$ cat config.mk
export PLATFORM = sky130hd
export DESIGN_NAME = rgb_led_blink_breathe_engine
export DESIGN_NICKNAME = d
export VERILOG_FILES = /design/src/hw/rtl/rbbe_pkg.sv /design/src/hw/rtl/rbbe_apb_regs.sv /design/src/hw/rtl/rbbe_engine.sv /design/src/hw/rtl/rgb_led_blink_breathe_engine.sv
export SDC_FILE = /design/constraint.sdc
export NUM_CORES = 1
export LEC_CHECK = 0
export BUFFER_PORTS_ARGS = -buffer_cell sky130_fd_sc_hd__buf_4
export CAP_MARGIN = 20
export CORE_ASPECT_RATIO = 1.2
export CORE_UTILIZATION = 50
export DETAILED_ROUTE_END_ITERATION = 7
export MAX_ROUTING_LAYER = met4
export PLACE_DENSITY = 0.71
export SLEW_MARGIN = 0
export SYNTH_ARGS = -nofsm -noshare
export SYNTH_HDL_FRONTEND = slang
export SYNTH_SLANG_ARGS = --single-unit
$ cat constraint.sdc
create_clock -name clk_i -period 4.6 [get_ports clk_i]
set_input_delay 0.23 -clock clk_i [delete_from_list [all_inputs] [get_ports clk_i]]
set_output_delay 0.23 -clock clk_i [all_outputs]
set_load 0.03 [all_outputs]
$ cat src/hw/rtl/rbbe_pkg.sv
package rbbe_pkg;

  localparam int unsigned NumColours = 3;
  localparam int unsigned DutyW      = 7;
  localparam int unsigned CountW     = 16;
  localparam int unsigned PeriodW    = 8;
  localparam int unsigned ModeW      = 3;
  localparam int unsigned MaskW      = 3;
  localparam int unsigned PaddrW     = 4;
  localparam int unsigned PdataW     = 32;

  localparam logic [DutyW-1:0] DutyFull = DutyW'(100);
  localparam logic [MaskW-1:0] ColourKeep = MaskW'((1 << NumColours) - 1);

  typedef enum logic [ModeW-1:0] {
    LmOff        = 3'd0,
    LmOn         = 3'd1,
    LmBlink      = 3'd2,
    LmBreathe    = 3'd3,
    LmSymBreathe = 3'd4
  } mode_e;

  typedef enum logic {
    OpTick  = 1'b0,
    OpStart = 1'b1
  } op_e;

  typedef enum logic [1:0] {
    RegMaxDuty    = 2'd0,
    RegMinDuty    = 2'd1,
    RegStepTicks  = 2'd2
  } reg_idx_e;

  typedef struct packed {
    logic [DutyW-1:0]   duty_top;
    logic [DutyW-1:0]   duty_bottom;
    logic [PeriodW-1:0] breathe_step_ticks;
  } cfg_t;

  typedef struct packed {
    logic               op;
    logic [ModeW-1:0]   led_mode;
    logic [MaskW-1:0]   colour_mask;
    logic [PeriodW-1:0] blink_period;
    logic [CountW-1:0]  repeat_count;
  } item_t;

  typedef struct packed {
    logic [DutyW-1:0] red_duty;
    logic [DutyW-1:0] blue_duty;
    logic [DutyW-1:0] green_duty;
    logic             working;
    logic [ModeW-1:0] mode_now;
  } result_t;

  function automatic logic [DutyW-1:0] clamp_pct(input logic [DutyW-1:0] v);
    return (v > DutyFull) ? DutyFull : v;
  endfunction

  function automatic logic [PeriodW-1:0] at_least_one(input logic [PeriodW-1:0] v);
    return (v == '0) ? PeriodW'(1) : v;
  endfunction

endpackage

$ cat src/hw/rtl/rbbe_apb_regs.sv
module rbbe_apb_regs (
  input  logic                         clk_i,
  input  logic                         rst_ni,
  input  logic                         psel,
  input  logic                         penable,
  input  logic                         pwrite,
  input  logic [rbbe_pkg::PaddrW-1:0]  paddr,
  input  logic [rbbe_pkg::PdataW-1:0]  pwdata,
  output logic [rbbe_pkg::PdataW-1:0]  prdata,
  output logic                         pready,
  output rbbe_pkg::cfg_t               cfg_o
);

  rbbe_pkg::cfg_t cfg_q, cfg_d;
  logic           wr_en;
  logic [1:0]     idx;

  assign pready = 1'b1;
  assign wr_en  = psel & penable & pwrite & pready;
  assign idx    = paddr[3:2];

  always_comb begin
    cfg_d = cfg_q;
    if (wr_en) begin
      case (idx)
        rbbe_pkg::RegMaxDuty:   cfg_d.duty_top = pwdata[rbbe_pkg::DutyW-1:0];
        rbbe_pkg::RegMinDuty:   cfg_d.duty_bottom = pwdata[rbbe_pkg::DutyW-1:0];
        rbbe_pkg::RegStepTicks: cfg_d.breathe_step_ticks = pwdata[rbbe_pkg::PeriodW-1:0];
        default: ;
      endcase
    end
  end

  always_comb begin
    case (idx)
      rbbe_pkg::RegMaxDuty:   prdata = rbbe_pkg::PdataW'(cfg_q.duty_top);
      rbbe_pkg::RegMinDuty:   prdata = rbbe_pkg::PdataW'(cfg_q.duty_bottom);
      rbbe_pkg::RegStepTicks: prdata = rbbe_pkg::PdataW'(cfg_q.breathe_step_ticks);
      default:                prdata = '0;
    endcase
  end

  always_ff @(posedge clk_i or negedge rst_ni) begin
    if (!rst_ni) begin
      cfg_q.duty_top           <= rbbe_pkg::DutyFull;
      cfg_q.duty_bottom        <= '0;
      cfg_q.breathe_step_ticks <= rbbe_pkg::PeriodW'(2);
    end else begin
      cfg_q <= cfg_d;
    end
  end

  assign cfg_o = cfg_q;

endmodule

$ cat src/hw/rtl/rbbe_engine.sv
module rbbe_engine (
  input  logic              clk_i,
  input  logic              rst_ni,
  input  logic              advance_i,
  input  rbbe_pkg::item_t   item_i,
  input  rbbe_pkg::cfg_t    cfg_i,
  output rbbe_pkg::result_t result_o
);

  rbbe_pkg::mode_e              mode_q, mode_d;
  logic [rbbe_pkg::MaskW-1:0]   colours_q, colours_d;
  logic [rbbe_pkg::DutyW-1:0]   duty_q, duty_d;
  logic [rbbe_pkg::DutyW-1:0]   shown_q, shown_d;
  logic                         rising_q, rising_d;
  logic [rbbe_pkg::CountW-1:0]  remaining_q, remaining_d;
  logic                         endless_q, endless_d;
  logic [rbbe_pkg::PeriodW-1:0] step_period_q, step_period_d;
  logic [rbbe_pkg::PeriodW-1:0] phase_q, phase_d;
  logic                         ticking_q, ticking_d;
  logic                         active_q, active_d;

  logic [rbbe_pkg::DutyW-1:0]   hi, lo;
  logic [rbbe_pkg::CountW-1:0]  rem_dec;
  logic [rbbe_pkg::PeriodW:0]   phase_inc;
  logic                         count_zero;
  logic [2:0][rbbe_pkg::DutyW-1:0] duty_out;

  assign hi         = rbbe_pkg::clamp_pct(cfg_i.duty_top);
  assign lo         = rbbe_pkg::clamp_pct(cfg_i.duty_bottom);
  assign rem_dec    = (remaining_q != '0) ? remaining_q - rbbe_pkg::CountW'(1) : remaining_q;
  assign phase_inc  = {1'b0, phase_q} + (rbbe_pkg::PeriodW+1)'(1);
  assign count_zero = (item_i.repeat_count == '0);

  always_comb begin
    mode_d        = mode_q;
    colours_d     = colours_q;
    duty_d        = duty_q;
    shown_d       = shown_q;
    rising_d      = rising_q;
    remaining_d   = remaining_q;
    endless_d     = endless_q;
    step_period_d = step_period_q;
    phase_d       = phase_q;
    ticking_d     = ticking_q;
    active_d      = active_q;

    if (item_i.op == rbbe_pkg::OpStart) begin
      shown_d   = '0;
      ticking_d = 1'b0;
      active_d  = 1'b0;
      phase_d   = '0;
      colours_d = item_i.colour_mask & rbbe_pkg::ColourKeep;
      mode_d    = (item_i.led_mode <= rbbe_pkg::ModeW'(rbbe_pkg::LmSymBreathe))
                  ? rbbe_pkg::mode_e'(item_i.led_mode) : rbbe_pkg::LmOff;
      case (mode_d)
        rbbe_pkg::LmOn: begin
          active_d = 1'b1;
          duty_d   = rbbe_pkg::DutyFull;
          shown_d  = rbbe_pkg::DutyFull;
        end
        rbbe_pkg::LmBlink: begin
          step_period_d = rbbe_pkg::at_least_one(item_i.blink_period);
          rising_d      = 1'b1;
          endless_d     = count_zero;
          remaining_d   = count_zero ? rbbe_pkg::CountW'(1) : item_i.repeat_count;
          duty_d        = '0;
          ticking_d     = 1'b1;
          active_d      = 1'b1;
        end
        rbbe_pkg::LmBreathe, rbbe_pkg::LmSymBreathe: begin
          step_period_d = rbbe_pkg::at_least_one(cfg_i.breathe_step_ticks);
          endless_d     = (mode_d == rbbe_pkg::LmBreathe) && count_zero;
          remaining_d   = count_zero ? rbbe_pkg::CountW'(1) : item_i.repeat_count;
          if ((mode_d == rbbe_pkg::LmSymBreathe) && count_zero) begin
            duty_d   = lo;
            rising_d = 1'b1;
          end else begin
            duty_d   = hi;
            rising_d = 1'b0;
          end
          ticking_d = 1'b1;
          active_d  = 1'b1;
        end
        default: begin
          duty_d = '0;
        end
      endcase
    end else if (ticking_q) begin
      if (mode_q == rbbe_pkg::LmOff) begin
        ticking_d = 1'b0;
        active_d  = 1'b0;
      end else begin
        if (phase_q == '0) begin
          case (mode_q)
            rbbe_pkg::LmBlink: begin
              if (rising_q) begin
                shown_d  = rbbe_pkg::DutyFull;
                rising_d = 1'b0;
              end else begin
                shown_d  = '0;
                rising_d = 1'b1;
                if (!endless_q) begin
                  remaining_d = rem_dec;
                end
              end
              duty_d = shown_d;
            end
            rbbe_pkg::LmBreathe, rbbe_pkg::LmSymBreathe: begin
              if (rising_q) begin
                duty_d = (duty_q < rbbe_pkg::DutyFull) ? duty_q + rbbe_pkg::DutyW'(1) : duty_q;
                if (duty_d >= hi) begin
                  rising_d = 1'b0;
                  if (mode_q == rbbe_pkg::LmSymBreathe) begin
                    remaining_d = rem_dec;
                  end
                end
              end else begin
                duty_d = (duty_q != '0) ? duty_q - rbbe_pkg::DutyW'(1) : duty_q;
                if (duty_d <= lo) begin
                  rising_d = 1'b1;
                  if ((mode_q == rbbe_pkg::LmSymBreathe) || !endless_q) begin
                    remaining_d = rem_dec;
                  end
                end
              end
              shown_d = duty_d;
            end
            default: ;
          endcase
          if (remaining_d == '0) begin
            mode_d = rbbe_pkg::LmOff;
          end
        end
        phase_d = (phase_inc >= {1'b0, step_period_q}) ? '0
                                                        : phase_inc[rbbe_pkg::PeriodW-1:0];
      end
    end
  end

  always_comb begin
    for (int c = 0; c < 3; c++) begin
      duty_out[c] = colours_d[c] ? shown_d : '0;
    end
  end

  assign result_o.red_duty   = duty_out[0];
  assign result_o.blue_duty  = duty_out[1];
  assign result_o.green_duty = duty_out[2];
  assign result_o.working    = active_d;
  assign result_o.mode_now   = mode_d;

  always_ff @(posedge clk_i or negedge rst_ni) begin
    if (!rst_ni) begin
      mode_q        <= rbbe_pkg::LmOff;
      colours_q     <= '0;
      duty_q        <= '0;
      shown_q       <= '0;
      rising_q      <= 1'b1;
      remaining_q   <= '0;
      endless_q     <= 1'b0;
      step_period_q <= rbbe_pkg::PeriodW'(1);
      phase_q       <= '0;
      ticking_q     <= 1'b0;
      active_q      <= 1'b0;
    end else if (advance_i) begin
      mode_q        <= mode_d;
      colours_q     <= colours_d;
      duty_q        <= duty_d;
      shown_q       <= shown_d;
      rising_q      <= rising_d;
      remaining_q   <= remaining_d;
      endless_q     <= endless_d;
      step_period_q <= step_period_d;
      phase_q       <= phase_d;
      ticking_q     <= ticking_d;
      active_q      <= active_d;
    end
  end

endmodule

$ cat src/hw/rtl/rgb_led_blink_breathe_engine.sv
// channel   direction  handshake                 payload
// in        input      in_valid_i / in_stall_o   op, led_mode, colour_mask, blink_period,
//                                                repeat_count
// out       output     out_valid_o / out_stall_i red/blue/green_duty, working, mode_now
// cfg       input      apb (psel, penable, ...)  duty_top, duty_bottom, breathe_step_ticks
//
// one item per cycle while out_stall_i is low; an item passes the input register,
// then the state update into the result register
// reset clears the input and result valid flags and returns the engine to off
// a stalled result holds the result register; the input register still takes
// one item, then in_stall_o rises until the result is taken
module rgb_led_blink_breathe_engine (
  input  logic                          clk_i,
  input  logic                          rst_ni,
  input  logic                          in_valid_i,
  output logic                          in_stall_o,
  input  logic                          op_i,
  input  logic [rbbe_pkg::ModeW-1:0]    led_mode_i,
  input  logic [rbbe_pkg::MaskW-1:0]    colour_mask_i,
  input  logic [rbbe_pkg::PeriodW-1:0]  blink_period_i,
  input  logic [rbbe_pkg::CountW-1:0]   repeat_count_i,
  output logic                          out_valid_o,
  input  logic                          out_stall_i,
  output logic [rbbe_pkg::DutyW-1:0]    red_duty_o,
  output logic [rbbe_pkg::DutyW-1:0]    blue_duty_o,
  output logic [rbbe_pkg::DutyW-1:0]    green_duty_o,
  output logic                          working_o,
  output logic [rbbe_pkg::ModeW-1:0]    mode_now_o,
  input  logic                          psel,
  input  logic                          penable,
  input  logic                          pwrite,
  input  logic [rbbe_pkg::PaddrW-1:0]   paddr,
  input  logic [rbbe_pkg::PdataW-1:0]   pwdata,
  output logic [rbbe_pkg::PdataW-1:0]   prdata,
  output logic                          pready
);

  rbbe_pkg::cfg_t    cfg;
  rbbe_pkg::item_t   s1_item_q;
  logic              s1_valid_q;
  rbbe_pkg::result_t res_d, res_q;
  logic              out_valid_q;
  logic              advance;
  logic              in_take;

  rbbe_apb_regs u_regs (
    .clk_i   (clk_i),
    .rst_ni  (rst_ni),
    .psel    (psel),
    .penable (penable),
    .pwrite  (pwrite),
    .paddr   (paddr),
    .pwdata  (pwdata),
    .prdata  (prdata),
    .pready  (pready),
    .cfg_o   (cfg)
  );

  assign advance    = s1_valid_q & (~out_valid_q | ~out_stall_i);
  assign in_stall_o = s1_valid_q & ~advance;
  assign in_take    = in_valid_i & ~in_stall_o;

  rbbe_engine u_engine (
    .clk_i     (clk_i),
    .rst_ni    (rst_ni),
    .advance_i (advance),
    .item_i    (s1_item_q),
    .cfg_i     (cfg),
    .result_o  (res_d)
  );

  always_ff @(posedge clk_i or negedge rst_ni) begin
    if (!rst_ni) begin
      s1_valid_q <= 1'b0;
    end else if (!in_stall_o) begin
      s1_valid_q <= in_valid_i;
    end
  end

  always_ff @(posedge clk_i) begin
    if (in_take) begin
      s1_item_q.op           <= op_i;
      s1_item_q.led_mode     <= led_mode_i;
      s1_item_q.colour_mask  <= colour_mask_i;
      s1_item_q.blink_period <= blink_period_i;
      s1_item_q.repeat_count <= repeat_count_i;
    end
  end

  always_ff @(posedge clk_i or negedge rst_ni) begin
    if (!rst_ni) begin
      out_valid_q <= 1'b0;
    end else if (advance) begin
      out_valid_q <= 1'b1;
    end else if (!out_stall_i) begin
      out_valid_q <= 1'b0;
    end
  end

  always_ff @(posedge clk_i) begin
    if (advance) begin
      res_q <= res_d;
    end
  end

  assign out_valid_o  = out_valid_q;
  assign red_duty_o   = res_q.red_duty;
  assign blue_duty_o  = res_q.blue_duty;
  assign green_duty_o = res_q.green_duty;
  assign working_o    = res_q.working;
  assign mode_now_o   = res_q.mode_now;

  a_advance_fills_out: assert property (@(posedge clk_i) disable iff (!rst_ni)
    advance |=> out_valid_o)
    else $error("result register not loaded after an item advanced");

  a_stall_needs_full_out: assert property (@(posedge clk_i) disable iff (!rst_ni)
    in_stall_o |-> (s1_valid_q && out_valid_o && out_stall_i))
    else $error("input stalled without a held result");

  a_mode_implies_working: assert property (@(posedge clk_i) disable iff (!rst_ni)
    (out_valid_o && (mode_now_o != rbbe_pkg::ModeW'(rbbe_pkg::LmOff))) |-> working_o)
    else $error("running mode reported without the working flag");

endmodule
==> results.toml <==
[placement]
dp.cells = 1053
io_buffers = 82
dp.final_hpwl_mm = 12.6
gp_congestion = 0.895
post-place-ws_ns = 0.397

[cells_and_area]
utilization_pct = 63.0
fin_cells = 1120
area_delta_synth_final_pct = 22.0
n_antenna_cell = 0
finalNetCount = 1006
drive_gt1_share_pct = 19.7

[setup_path]
arrival_ns = 4.42
cp_max_fo = 11
critPathKind = "flip-flop to flip-flop"
required_ns = 4.76
start_kind = "flip-flop"
worstSetupEndpointType = "flip-flop"

[synthesis]
synth_commonest_cells = "nand2_1 (108), dfrtp_1 (74), nor2_1 (60), edfxtp_1 (56), o21ai_0 (34)"
synth_edf_count = 56
synth_cell_types = 72
async_reset_ff_share_pct = 58.8
yosysWarnings = 0
synth_top_area_cell = "dfrtp_1"
synth_top_area_share_pct = 23.8
synth.avg_cell_area_sq_um = 9.83
synth.area.top_cells = "dfrtp_1 (24%), edfxtp_1 (22%), nand2_1 (5.2%), ha_1 (4.7%), mux2_2 (3.5%)"
yosys_most_used_dff = "dfrtp_1"
ys_ff_latch = 136
syn_inst = 792
synth_most_common_cell = "nand2_1"
netlist_area_sq_um = 7780
seq_area_frac_synth_pct = 47.4

[clocking]
clockBufferDepth = 2
post_cts_resize_count = 0
clk-insertion-delay-late_ns = 0.43
htree_num_levels = 4
cts_tree = "done"
numCtsBuffers = 17
cts.sinks = 136
clockRootBuffer = "clkbuf_16"
clk_pin_slew_worst_paths_ns = 0.06

[floorplan]
fp-row-count = 49
ios = 134
coreArea_sq_um = 15100
die_h_um = 139
design.die.area_sq_um = 16100
die_w_um = 116
initial_utilization_pct = 51.6

[timing]
max_clock_freq_mhz = 235
finalCritPeriodShare_pct = 92.5
final_max_slew_viol_count = 0
fin_ws_ns = 0.343
fin_skew_ns = 0.0112
setup_tns_ns = 0
worst_slew_pin_slew_ns = 0.932
maxSlewHeadroom_pct = 37.9
finalHoldViolCount = 0
fin_crit_ns = 4.26
rsz0062_at_grt = "false"
setup-violations-final = 0

[detailed_routing]
postRouteWirelength_mm = 18.0
routedWlPerCell_um = 16.1
via_per_inst = 5.56
vias = 6232
drc = 0
drt_iter0_drc = 452
antenna_left = 0
drt_pre_antenna_iters = 5

[worst_hold_path]
hp-class = "input port to flip-flop"

[global_route]
gr-total-overflow = 0
grt_usage_pct = 24.8
grt_pass1_vias = 5721
grt_max_degree = 81
antenna_found_initial = 0
grt_pass1_wl_mm = 29.6

[power]
ir_drop_mv = 0.258
p_leak_nw = 4.08
power_density_nw_per_um2 = 528
finalPower_mw = 5.01

[flow_run]
maxCapViolCount = 0

[status]
status = "finished, final reports clean"
## where the power goes
part           switching, mW  internal (mW)  total, mW
clock network          0.552          0.938       1.49
registers              0.276           1.50       1.78
logic                   1.02          0.722       1.74
total                   1.85           3.16       5.01
## kinds of logic after synthesis
group / synth area share, %
buffers and inverters: 5.66
and+or+nand+nor: 17.9
DFF: 47.4
AOI/OAI and AO/OA: 15.0
other: 0.0965
xor gates and xnor gates: 2.48
muxes: 6.83
adders and majority gates: 4.66
## worst paths after layout
path / from / endpoint / slack (ns) / depth (start not counted)
setup / recovery: u_engine.duty_q[3] / mode_now_o[0] / 0.34 / 13
hold / removal: in_valid_i / s1_valid_q / 0.02 / 2
setup reg to reg: u_engine.duty_q[3] / mode_now_o[0] / 0.34 / 13
hold reg to reg: u_engine.step_period_q[5] / u_engine.step_period_q[5] / 0.48 / 2
max in group asynchronous: rst_ni / u_regs.cfg_o[17] / 3.60 / 3
min in group asynchronous: rst_ni / u_engine.phase_q[3] / 0.33 / 2
## routing by layer
layer | track usage, % | vias to the layer above | part of all wire [%]
li1 | - | 3041 | -
met1 | 33.1 | 2946 | 46
met2 | 38.3 | 217 | 47
met3 | 4.50 | 28 | 5.2
met4 | 7.62 | 0 | 1.7
met5 | - | - | 0
## through the flow
step           hold WS, ns  cell area [sq um]
2_1_floorplan      -0.0656               7870
3_3_place_gp         0.409               8500
3_5_place_dp         0.409               8500
4_1_cts            0.00712               9460
5_1_grt             0.0337               9500
6_report            0.0206               9500
## flip-flops by register name, summed over array words and instances (netlist names), 3 cells and up
signal,count
u_engine.colours_q,3
blue_duty_o,7
u_engine.step_period_q,8
green_duty_o,7
u_engine.shown_q,7
u_regs.cfg_o,22
u_engine.mode_q,3
mode_now_o,3
u_engine.phase_q,8
u_engine.remaining_q,16
u_engine.duty_q,7
s1_item_q,31
red_duty_o,7
## timing repair
item,4_1_cts,5_1_grt
endpoints found under the setup margin,0,0
setup buffers,0,0
hold endpoints to repair,31,38
hold buffers,31,1
## critical path, stage by stage, from the launching register on
cell	delay (ns)
dfrtp_1	0.50
nor4_1	0.40
and3b_1	0.43
nor2_1	0.15
ha_1	0.34
a21oi_1	0.17
o21ai_0	0.10
o22ai_1	0.44
a221oi_4	0.22
nor4_2	0.45
xnor2_1	0.22
nand4_1	0.10
and4bb_4	0.40
o31ai_2	0.07
## layout by cell type, fill, tap and decap left out, types with 8 or more instances in the layout
master / instances
nand4_1: 10
o21ai_0: 34
mux2i_1: 25
nor2_1: 60
dlygate4sd3_1: 32
buf_4: 92
o22ai_1: 14
ha_1: 29
a21o_1: 12
nand2_1: 108
mux2_2: 24
inv_1: 29
conb_1: 25
nor2b_1: 8
nor3_1: 17
dfrtp_1: 74
xor2_1: 9
a21oi_1: 31
xnor2_1: 13
nor4_1: 11
edfxtp_1: 56
o21ai_1: 31
a31oi_1: 13
clkbuf_16: 17
nand3_1: 25
## cell type report
class | instances | area [sq um]
clock buffers | 18 | 439
well taps | 204 | 255
multi-input cells | 590 | 3750
clock inverters | 14 | 210
inverters | 31 | 116
repair buffers | 127 | 1040
fillers | 1282 | 5580
flip-flops and latches | 136 | 3690
No activity file was read; power rests on OpenSTA's default activity.
